`config.mk`:
```
export PLATFORM = sky130hd
export DESIGN_NAME = ascii_to_hid_key_typer_flat
export DESIGN_NICKNAME = d
export VERILOG_FILES = /design/src/hdl/hidkt_pkg.sv /design/src/hdl/hidkt_if.sv /design/src/hdl/ascii_to_hid_key_typer.sv /design/src/flat_wrapper.sv
export SDC_FILE = /design/constraint.sdc
export NUM_CORES = 1
export LEC_CHECK = 0
export ABC_CLOCK_PERIOD_IN_PS = 3900
export BUFFER_PORTS_ARGS = -buffer_cell sky130_fd_sc_hd__buf_2
export CAP_MARGIN = 20
export CORE_MARGIN = 3
export CORE_UTILIZATION = 45
export DETAILED_ROUTE_END_ITERATION = 6
export PLACE_DENSITY = 0.66
export SYNTH_ARGS = -nofsm -noshare
export SYNTH_HDL_FRONTEND = slang
export SYNTH_SLANG_ARGS = --single-unit
```
`constraint.sdc`:
```
create_clock -name clock -period 3.9 [get_ports clock]
set_clock_uncertainty 0.15 [all_clocks]
set_input_delay 0.78 -clock clock [delete_from_list [all_inputs] [get_ports clock]]
set_output_delay 0.78 -clock clock [all_outputs]
set_load 0.03 [all_outputs]
```
`src/hdl/hidkt_pkg.sv`:
```
// Shared types, HID usage constants and the character-to-key lookup for the
// ASCII to HID key typer. No dependencies.

package hidkt_pkg;

   localparam logic [7:0] MOD_LSHIFT  = 8'h02;
   localparam logic [7:0] MOD_NONE    = 8'h00;
   localparam logic [7:0] USAGE_NONE  = 8'd0;
   localparam logic [7:0] USAGE_A     = 8'd4;
   localparam logic [7:0] USAGE_ENTER = 8'd40;
   localparam logic [7:0] USAGE_TAB   = 8'd43;
   localparam logic [7:0] USAGE_SPACE = 8'd44;
   localparam logic [7:0] USAGE_MINUS = 8'd45;
   localparam logic [7:0] USAGE_EQUAL = 8'd46;

   localparam logic [7:0] CHAR_TAB        = 8'h09;
   localparam logic [7:0] CHAR_NEWLINE    = 8'h0A;
   localparam logic [7:0] CHAR_PUNCT_LO   = 8'h20;
   localparam logic [7:0] CHAR_PUNCT_HI   = 8'h40;
   localparam logic [7:0] CHAR_UPPER_LO   = 8'h41;
   localparam logic [7:0] CHAR_UPPER_HI   = 8'h5A;
   localparam logic [7:0] CHAR_UNDERSCORE = 8'h5F;
   localparam logic [7:0] CHAR_LOWER_LO   = 8'h61;
   localparam logic [7:0] CHAR_LOWER_HI   = 8'h7A;

   localparam int PUNCT_COUNT = 33;

   // US layout, space through at-sign
   localparam logic [7:0] PUNCT_KEY [PUNCT_COUNT] = '{
      USAGE_SPACE, 8'd30, 8'd0,  8'd32, 8'd33, 8'd34, 8'd36, 8'd0,
      8'd38, 8'd39, 8'd37, USAGE_EQUAL, 8'd54, USAGE_MINUS, 8'd55, 8'd0,
      8'd39, 8'd30, 8'd31, 8'd32, 8'd33, 8'd34, 8'd35, 8'd36,
      8'd37, 8'd38, 8'd51, 8'd51, 8'd54, USAGE_EQUAL, 8'd55, 8'd0,
      8'd31
   };
   localparam logic PUNCT_SHIFT [PUNCT_COUNT] = '{
      1'b0, 1'b1, 1'b0, 1'b1, 1'b1, 1'b1, 1'b1, 1'b0,
      1'b1, 1'b1, 1'b1, 1'b1, 1'b0, 1'b0, 1'b0, 1'b0,
      1'b0, 1'b0, 1'b0, 1'b0, 1'b0, 1'b0, 1'b0, 1'b0,
      1'b0, 1'b0, 1'b1, 1'b0, 1'b1, 1'b0, 1'b1, 1'b0,
      1'b1
   };

   typedef struct packed {
      logic [7:0] modifier;
      logic [7:0] key;
   } key_report_type;

   function automatic key_report_type map_char(input logic [7:0] c);
      key_report_type r;
      logic [7:0]     ofs;
      r.modifier = MOD_NONE;
      r.key      = USAGE_NONE;
      ofs        = 8'h00;
      if (c >= CHAR_PUNCT_LO && c <= CHAR_PUNCT_HI) begin
         ofs        = c - CHAR_PUNCT_LO;
         r.key      = PUNCT_KEY[ofs[5:0]];
         r.modifier = PUNCT_SHIFT[ofs[5:0]] ? MOD_LSHIFT : MOD_NONE;
      end else if (c >= CHAR_UPPER_LO && c <= CHAR_UPPER_HI) begin
         r.modifier = MOD_LSHIFT;
         r.key      = USAGE_A + (c - CHAR_UPPER_LO);
      end else if (c >= CHAR_LOWER_LO && c <= CHAR_LOWER_HI) begin
         r.key = USAGE_A + (c - CHAR_LOWER_LO);
      end else if (c == CHAR_NEWLINE) begin
         r.key = USAGE_ENTER;
      end else if (c == CHAR_TAB) begin
         r.key = USAGE_TAB;
      end else if (c == CHAR_UNDERSCORE) begin
         r.modifier = MOD_LSHIFT;
         r.key      = USAGE_MINUS;
      end
      return r;
   endfunction

endpackage

```
`src/hdl/hidkt_if.sv`:
```
// Valid/ready channel interfaces for the key typer: characters in,
// HID reports out. No dependencies.

interface hidkt_char_if;
   logic       valid;
   logic       ready;
   logic [7:0] char_code;

   modport source (output valid, output char_code, input ready);
   modport sink   (input valid, input char_code, output ready);
endinterface

interface hidkt_report_if;
   logic       valid;
   logic       ready;
   logic [7:0] modifier_byte;
   logic [7:0] key_usage;
   logic       last_of_run;

   modport source (output valid, output modifier_byte, output key_usage,
                   output last_of_run, input ready);
   modport sink   (input valid, input modifier_byte, input key_usage,
                   input last_of_run, output ready);
endinterface

```
`src/hdl/ascii_to_hid_key_typer.sv`:
```
// ASCII to USB HID keyboard report converter, top level.
// Depends on hidkt_pkg and the channel interfaces in hidkt_if.sv.

// One character per item in, one or two HID reports (modifier, key usage,
// last_of_run) out. Characters are captured in an input register and mapped
// to a report on their way into the output register, so a new character is
// taken every cycle unless the output stalls or a release is inserted. A
// character whose key repeats the previous nonzero key first emits a release
// report (0, 0, last_of_run 0). Character 0 gives a single release report.
// The input register refills while a report waits in the output register.
module ascii_to_hid_key_typer
   import hidkt_pkg::*;
(
   input  logic           clock,
   input  logic           reset,
   hidkt_char_if.sink     req,
   hidkt_report_if.source rsp
);

   logic           in_valid_ff, in_valid_in;
   logic [7:0]     in_char_ff, in_char_in;
   logic           rel_done_ff, rel_done_in;
   logic [7:0]     prev_key_ff, prev_key_in;
   logic           out_valid_ff, out_valid_in;
   logic [7:0]     out_mod_ff, out_mod_in;
   logic [7:0]     out_key_ff, out_key_in;
   logic           out_last_ff, out_last_in;

   key_report_type mapped;
   logic           need_rel;
   logic           load_out;
   logic           item_done;
   logic           accept;

   assign mapped    = map_char(in_char_ff);
   assign need_rel  = (mapped.key != USAGE_NONE) && (mapped.key == prev_key_ff) &&
                      !rel_done_ff;
   assign load_out  = in_valid_ff && (!out_valid_ff || rsp.ready);
   assign item_done = load_out && !need_rel;
   assign accept    = req.valid && req.ready;

   assign req.ready         = !in_valid_ff || item_done;
   assign rsp.valid         = out_valid_ff;
   assign rsp.modifier_byte = out_mod_ff;
   assign rsp.key_usage     = out_key_ff;
   assign rsp.last_of_run   = out_last_ff;

   always_comb begin
      in_valid_in  = in_valid_ff;
      in_char_in   = in_char_ff;
      rel_done_in  = rel_done_ff;
      prev_key_in  = prev_key_ff;
      out_valid_in = out_valid_ff && !rsp.ready;
      out_mod_in   = out_mod_ff;
      out_key_in   = out_key_ff;
      out_last_in  = out_last_ff;

      if (load_out) begin
         out_valid_in = 1'b1;
         if (need_rel) begin
            // insert release, hold the character for its own report
            out_mod_in  = MOD_NONE;
            out_key_in  = USAGE_NONE;
            out_last_in = 1'b0;
            rel_done_in = 1'b1;
         end else begin
            out_mod_in  = mapped.modifier;
            out_key_in  = mapped.key;
            out_last_in = 1'b1;
            prev_key_in = mapped.key;
            in_valid_in = 1'b0;
            rel_done_in = 1'b0;
         end
      end

      if (accept) begin
         in_valid_in = 1'b1;
         in_char_in  = req.char_code;
         rel_done_in = 1'b0;
      end
   end

   always_ff @(posedge clock) begin
      if (reset) begin
         in_valid_ff  <= 1'b0;
         rel_done_ff  <= 1'b0;
         prev_key_ff  <= USAGE_NONE;
         out_valid_ff <= 1'b0;
      end else begin
         in_valid_ff  <= in_valid_in;
         rel_done_ff  <= rel_done_in;
         prev_key_ff  <= prev_key_in;
         out_valid_ff <= out_valid_in;
      end
      in_char_ff  <= in_char_in;
      out_mod_ff  <= out_mod_in;
      out_key_ff  <= out_key_in;
      out_last_ff <= out_last_in;
   end

   a_rel_holds_char: assert property (@(posedge clock) disable iff (reset)
      load_out && need_rel |=> in_valid_ff && rel_done_ff && $stable(in_char_ff))
      else $error("release did not hold the character in the input register");

   a_prev_key_tracks: assert property (@(posedge clock) disable iff (reset)
      item_done |=> prev_key_ff == $past(mapped.key))
      else $error("previous key not updated from the final report");

   a_rel_done_owned: assert property (@(posedge clock) disable iff (reset)
      rel_done_ff |-> in_valid_ff)
      else $error("release flag set with empty input register");

   a_no_repeat_out: assert property (@(posedge clock) disable iff (reset)
      load_out && out_last_in && out_key_in != USAGE_NONE |-> $past(1'b1) &&
      (rel_done_ff || out_key_in != prev_key_ff))
      else $error("repeated key emitted without a release");

endmodule

```
`src/flat_wrapper.sv`:
```
// flat-port wrapper written by rule: the top's interface ports become plain ports
module ascii_to_hid_key_typer_flat import hidkt_pkg::*;
  (clock, reset, req_valid, req_char_code, req_ready, rsp_valid, rsp_modifier_byte, rsp_key_usage, rsp_last_of_run, rsp_ready);
  hidkt_char_if req_i ();
  hidkt_report_if rsp_i ();
  input  logic clock;
  input  logic reset;
  input wire logic [$bits(req_i.valid)-1:0] req_valid;
  input wire logic [$bits(req_i.char_code)-1:0] req_char_code;
  output wire logic [$bits(req_i.ready)-1:0] req_ready;
  output wire logic [$bits(rsp_i.valid)-1:0] rsp_valid;
  output wire logic [$bits(rsp_i.modifier_byte)-1:0] rsp_modifier_byte;
  output wire logic [$bits(rsp_i.key_usage)-1:0] rsp_key_usage;
  output wire logic [$bits(rsp_i.last_of_run)-1:0] rsp_last_of_run;
  input wire logic [$bits(rsp_i.ready)-1:0] rsp_ready;
  assign req_i.valid = req_valid;
  assign req_i.char_code = req_char_code;
  assign req_ready = req_i.ready;
  assign rsp_valid = rsp_i.valid;
  assign rsp_modifier_byte = rsp_i.modifier_byte;
  assign rsp_key_usage = rsp_i.key_usage;
  assign rsp_last_of_run = rsp_i.last_of_run;
  assign rsp_i.ready = rsp_ready;
  ascii_to_hid_key_typer u_core (.clock(clock), .reset(reset), .req(req_i), .rsp(rsp_i));
endmodule
```
==> impl_metrics.csv, run 1 <==
group,metric,value,unit
run_status,outcome,"finished, violations left",
run_status,violations,"setup timing",
hold_path,holdPathStages,2,
detailed_routing,viasPerCell,5.85,
critical_path,r2r_slack,590,ps
die,ios,31,
power_and_ir_drop,power.density,365,nW/um^2
place,place.gp.congestion,0.899,
critical_path,regToRegStartpoint,"u_core.in_char_ff[0]",
synthesis,synth-seq-cells,29,
hold_path,hold_end,"u_core.prev_key_ff[3]",
grt,grt_pass1_vias,1542,
power_and_ir_drop,vdd_ir_drop_max,264,uV
clock_tree,clkSlewWorstSetupHoldPaths,60,ps
die,dieWidth,72.0,microns
critical_path,worst_setup_path_start_kind,"flop",
critical_path,r2r_end,"u_core.rsp.key_usage[3]",
detailed_routing,finalWirelength,4740,microns
power_and_ir_drop,p_int,0.633,mW
place,hpwl,3080,microns
synthesis,synth_edf_count,18,
critical_path,rr_worst_depth,11,
die,dieArea,5190,sq um
clock_tree,cts-hold-fix-buffers,0,
synthesis,ys.flop_type,"edfxtp_1",
finish,layout-drive-gt1-share,33.3,%
timing,slew_headroom,63.8,%
timing,setup_slack,-4.33,ps
grt,gr-total-overflow,0,
synthesis,syn_area_per_cell,9.91,sq um
synthesis,ys_warn_count,0,
power_and_ir_drop,share_comb_of_total_power,26.8,%
clock_tree,cts_root_buf,"clkbuf_8",
place,io_buffers,23,
die,rows,23,
finish,diodes,0,
timing,fin_crit_sh,100,%
timing,setup_viol,1,
die,start_util,47.7,%
clock_tree,cts_buffer_depth,2,
critical_path,worstPathRequired,2970,ps
power_and_ir_drop,p_seq_share,40.7,%
hold_path,hold_path_class,"flop to flop",
critical_path,worstPathArrival,2970,ps
critical_path,cp.buffers_inverters,2,
critical_path,critical_path.top_delay_family,"compound AO/OA/AOI/OAI gates",
detailed_routing,num_vias,1767,
power_and_ir_drop,power_leakage,0.983,nW
critical_path,crit_path_max_incr_delay,520,ps
clock_tree,h-tree-depth,2,
detailed_routing,wl_per_cell,15.7,microns
critical_path,critPathKind,"flop to primary output",
finish,fin_nets,270,
critical_path,crit_fanout,5,
clock_tree,numCtsBuffers,5,
finish,fillers,336,
grt,grt_use_total,17.8,%
power_and_ir_drop,pwr-share-clk,32.6,%
detailed_routing,ant_nets,0,
power_and_ir_drop,switchingPower,0.273,mW
finish,layout_common_cells,"buf_4 (29), buf_2 (23), edfxtp_1 (18)",
die,chipHeight,72.0,microns
power_and_ir_drop,totalPowerFinal,0.906,mW
clock_tree,cts.sinks,29,
timing,fin_hold_ws,313,ps
synthesis,synth_area,1960,sq um
timing,rsz0062_at_grt,"true",
finish,final_common_cell,"buf_4",
critical_path,worst_setup_path_end_kind,"primary output",
timing,hold_violations,0,
grt,grt_first_pass_wirelength,7270,microns
clock_tree,insertion_delay,280,ps
critical_path,cp_cell_sequence,"inv_2 -> ha_4 -> nand2b_4 -> and3_4 -> o211ai_1 -> nand3_1 -> a211o_1 -> a2111oi_4 -> o21ai_2 -> buf_6",
timing,fmax,256,MHz
timing,finalSetupTns,-4.33,ps
synthesis,syn_inst,198,
grt,grt_max_degree,18,
clock_tree,tritoncts,"yes",
die,core-area,4120,sq um
detailed_routing,first_iter_violations,142,
synthesis,async_flop_share,0,%
synthesis,synth.distinct_cells,61,
grt,antenna_found_initial,0,
timing,slew_viol_final,0,
detailed_routing,drc_errors,0,
timing,worstMarginPinSlew,542,ps
job,cap_viol_max_count,0,
timing,fin_crit,3900,ps
power_and_ir_drop,switching_share,30.2,%
finish,areaGrowthSynthToFinish,26.5,%
place,dp_slack,268,ps
synthesis,ys_seq_area_share,38.8,%
hold_path,worstHoldStart,"u_core.prev_key_ff[3]",
critical_path,cp_slowest_cell,"edfxtp_1",
detailed_routing,drt-pass1-iter-count,4,
flip-flops by register name (all words and copies together) (netlist names):
name / flops
u_core.rel_done_ff: 1
u_core.rsp.last_of_run: 1
u_core.prev_key_ff: 8
u_core.in_valid_ff: 1
u_core.rsp.valid: 1
u_core.rsp.key_usage: 8
u_core.rsp.modifier_byte: 1
u_core.in_char_ff: 8
worst min-delay path: cells and delay by family (launching register included):
family          cells  cell delay (ps)
flops               1              310
simple gates        1               50
compound gates      1               50
per-stage QoR:
stage / util (%) / cell area (sq um) / cells
finish: 60.3 / 2480 / 302
global route: 60.3 / 2480 / 302
CTS: 54.5 / 2240 / 281
detailed placement: 51.3 / 2110 / 272
global placement: 51.3 / 2110 / 272
floorplan: - / 1990 / 206
power by group through the flow:
stage | combinational, mW | clock [mW] | sequential [mW]
6_report | 0.242 | 0.295 | 0.368
5_1_grt | 0.264 | 0.313 | 0.371
4_1_cts | 0.201 | 0.300 | 0.370
3_5_place_dp | 0.192 | 0 | 0.378
3_3_place_gp | 0.192 | 0 | 0.377
2_1_floorplan | 0.142 | 0 | 0.388
cell type report:
class / count / area, sq um / share of cell area (%)
Clock buffer: 8 / 111 / 4.49
Inverter: 12 / 45.0 / 1.81
Timing Repair Buffer: 53 / 344 / 13.9
Tap cell: 50 / 62.6 / 2.52
Sequential cell: 29 / 761 / 30.6
Multi-Input combinational cell: 150 / 1160 / 46.7
cells in the mapped netlist (all sizes together), types with 3 or more instances:
library cell  count  area [sq um]
and3              5          31.3
nand2b           10          62.6
nor2             12          52.6
ha                7          87.6
nor3              7          40.0
o21ai             6          30.0
nor2b             7          43.8
edfxtp           18           541
nor3b             4          35.0
and4              3          26.3
a31oi             4          31.3
a21oi             7          35.0
dfxtp            11           220
a311oi            3          26.3
o211ai            7          52.6
a2111oi           3          52.6
a211oi            4          40.0
nand2            10          37.5
nand3             4          20.0
inv              12          45.0
buf              14           114
metal layers:
layer / vias up / track usage [%] / part of all wire (%)
met3: 15 / 4.71 / 7.6
met2: 93 / 28.7 / 48
met1: 817 / 23.9 / 42
li1: 842 / - / -
met5: - / 0 / 0
met4: 0 / 4.80 / 2.4
what timing repair did:
action                     CTS  global route
gates resized for setup      1            18
buffers inserted             1            21
setup endpoints to repair    1             1
pin swaps                    1             8
worst max path at each step:
stage / from / slack (ps) / cells after the start / endpoint
2_1_floorplan: u_core.in_char_ff[0] / 260 / 10 / req_ready
5_1_grt: u_core.in_char_ff[0] / -210 / 10 / req_ready
4_1_cts: u_core.in_char_ff[1] / 20 / 10 / req_ready
3_5_place_dp: u_core.in_char_ff[1] / 270 / 10 / req_ready
3_3_place_gp: u_core.in_char_ff[3] / 260 / 8 / req_ready
6_report: u_core.in_char_ff[0] / -4 / 10 / req_ready
cells by family (layout without fill, tap and decap cells):
| group | count (synthesis) | count (layout) | share of synthesized area (%) |
|---|---|---|---|
| xor+xnor | 4 | 4 | 1.79 |
| other cells | 1 | 9 | 0.191 |
| flops | 29 | 29 | 38.8 |
| buf+inv | 27 | 73 | 8.29 |
| compound gates | 57 | 57 | 24.7 |
| fa+ha+maj | 7 | 7 | 4.46 |
| mux | 2 | 2 | 1.02 |
| simple gates | 71 | 71 | 20.8 |
No activity file was read; power rests on OpenSTA's default activity.
==> run 2: changes to the inputs <==
Settings changed: ABC_CLOCK_PERIOD_IN_PS 3900 to 4310.
Clock period 3.9 ns to 4.31 ns, I/O delays scaled along.
==> run 2 against run 1 <==
The flow now finishes without violations. Setup slack better by 180 ps. Wire length down 10%. Critical path depth down 1. Flip-flop and latch count did not move. Clock power down 30%. Utilization down 6.9 points. Global-route usage down 0.050 points. Total power is 21% lower. Die area is the same. Final cell count decreased by 7.3%. First-iteration DRC count is 25% lower. Critical path type unchanged. Critical endpoint unchanged.
==> impl_metrics.csv, run 2 (synthesized netlist as in run 1, its figures left out) <==
group,metric,value,unit
die,core-area,4120,sq um
detailed_routing,wl_per_cell,15.2,microns
finish,fin_nets,248,
finish,areaGrowthSynthToFinish,12.1,%
critical_path,worstPathRequired,3300,ps
detailed_routing,viasPerCell,5.81,
die,ios,31,
critical_path,cp_cell_sequence,"inv_1 -> ha_1 -> or3_1 -> a221oi_2 -> o22ai_1 -> a211o_1 -> a2111oi_2 -> o21ai_1 -> buf_2",
clock_tree,clkSlewWorstSetupHoldPaths,60,ps
hold_path,hold_path_class,"flop to flop",
critical_path,rr_worst_depth,10,
finish,final_common_cell,"buf_2",
hold_path,worstHoldStart,"u_core.prev_key_ff[3]",
die,dieWidth,72.0,microns
timing,fin_crit,4140,ps
critical_path,worst_setup_path_end_kind,"primary output",
place,io_buffers,23,
finish,diodes,0,
grt,grt_pass1_vias,1532,
critical_path,r2r_slack,910,ps
detailed_routing,finalWirelength,4260,microns
clock_tree,insertion_delay,280,ps
timing,worstMarginPinSlew,635,ps
place,hpwl,3140,microns
run_status,outcome,"complete, no violations",
clock_tree,cts_buffer_depth,2,
finish,layout_common_cells,"buf_2 (23), edfxtp_1 (18), nor2_1 (11), inv_1 (11), dfxtp_1 (11)",
timing,rsz0062_at_grt,"false",
die,chipHeight,72.0,microns
critical_path,cp_slowest_cell,"edfxtp_1",
detailed_routing,num_vias,1626,
timing,finalSetupTns,0,ps
finish,multi_input_area,1080,sq um
critical_path,worst_setup_path_start_kind,"flop",
critical_path,regToRegStartpoint,"u_core.in_char_ff[0]",
clock_tree,h-tree-depth,2,
finish,design_area,2200,sq um
grt,gr-total-overflow,0,
timing,fin_crit_sh,96.0,%
timing,hold_violations,0,
grt,grt_use_total,17.8,%
power_and_ir_drop,power_leakage,0.853,nW
grt,grt_first_pass_wirelength,7210,microns
place,place.gp.congestion,0.912,
job,cap_viol_max_count,0,
clock_tree,cts.sinks,29,
clock_tree,tritoncts,"yes",
finish,layout-drive-gt1-share,21.3,%
timing,slew_viol_final,0,
hold_path,holdPathStages,2,
power_and_ir_drop,vdd_ir_drop_max,207,uV
detailed_routing,drt-pass1-iter-count,4,
detailed_routing,first_iter_violations,106,
critical_path,crit_fanout,8,
critical_path,r2r_end,"u_core.rsp.key_usage[3]",
timing,setup_viol,0,
timing,fmax,242,MHz
clock_tree,numCtsBuffers,5,
detailed_routing,drc_errors,0,
hold_path,hold_end,"u_core.prev_key_ff[3]",
critical_path,critPathKind,"flop to primary output",
critical_path,worstPathArrival,3120,ps
power_and_ir_drop,power.density,328,nW/um^2
place,place_area,2090,sq um
finish,seq_area,761,sq um
die,rows,23,
critical_path,crit_path_max_incr_delay,470,ps
detailed_routing,ant_nets,0,
timing,slew_headroom,57.7,%
clock_tree,cts_root_buf,"clkbuf_8",
finish,fillers,381,
grt,antenna_found_initial,0,
grt,grt_max_degree,22,
die,dieArea,5190,sq um
die,start_util,47.7,%
## run 2: cell count changes in the layout (fill, tap and decap cells not counted), sizes merged
| cell | previous run | this run |
|---|---|---|
| buf | 53 | 30 |
| clkbuf | 8 | 9 |
## run 2: layout make-up
type / count / area share, %
clock buffers: 8 / 3.64
inverters: 12 / 2.05
multi-input cells: 150 / 49.0
flip-flops and latches: 29 / 34.6
well taps: 50 / 2.85
repair buffers: 31 / 7.85
## run 2: worst max path at each step
stage                               startpoint        end  slack, ps
after CTS                 u_core.in_char_ff[1]  req_ready        190
after detailed placement  u_core.in_char_ff[1]  req_ready        490
after global routing      u_core.in_char_ff[0]  req_ready          2
after floorplan           u_core.in_char_ff[0]  req_ready        590
after global placement    u_core.in_char_ff[0]  req_ready        470
final                     u_core.in_char_ff[0]  req_ready        170
## run 2: timing repair
action / 4_1_cts / 5_1_grt
hold buffers: 0 / 0
setup buffers: 0 / 3
setup endpoints to repair: 0 / 1
gates resized for setup: 0 / 1
## run 2: worst max-delay path, delay by kind of cell (launching register included)
| kind | cells | cell delay (ps) |
|---|---|---|
| and+or+nand+nor | 1 | 360 |
| adders and majority gates | 1 | 340 |
| buffers and inverters | 2 | 360 |
| AOI/OAI and AO/OA | 5 | 1330 |
| DFF | 1 | 470 |
## run 2: power breakdown
group / switching, mW / internal [mW]
registers: 0.0183 / 0.318
logic: 0.114 / 0.0643
clock network: 0.0916 / 0.114
total: 0.224 / 0.497
## run 2: per-stage QoR
| step | instances | util [%] | power [mW] | hold WS [ps] | setup slack [ps] |
|---|---|---|---|---|---|
| after floorplan | 206 | - | 0.479 | 286 | 586 |
| after global placement | 269 | 50.8 | 0.514 | 295 | 471 |
| after detailed placement | 269 | 50.8 | 0.513 | 301 | 493 |
| after CTS | 277 | 52.7 | 0.721 | 309 | 187 |
| after global routing | 280 | 53.4 | 0.760 | 346 | 2.17 |
| final | 280 | 53.4 | 0.720 | 305 | 173 |
## run 2: routing by layer
metal  up-vias  global-route usage (%)  routed length (microns)
li1        796                       -                        -
met4         0                    9.60                      136
met2        73                    25.2                     1880
met3        17                    5.40                      303
met5         -                       0                        0
met1       740                    24.2                     1940
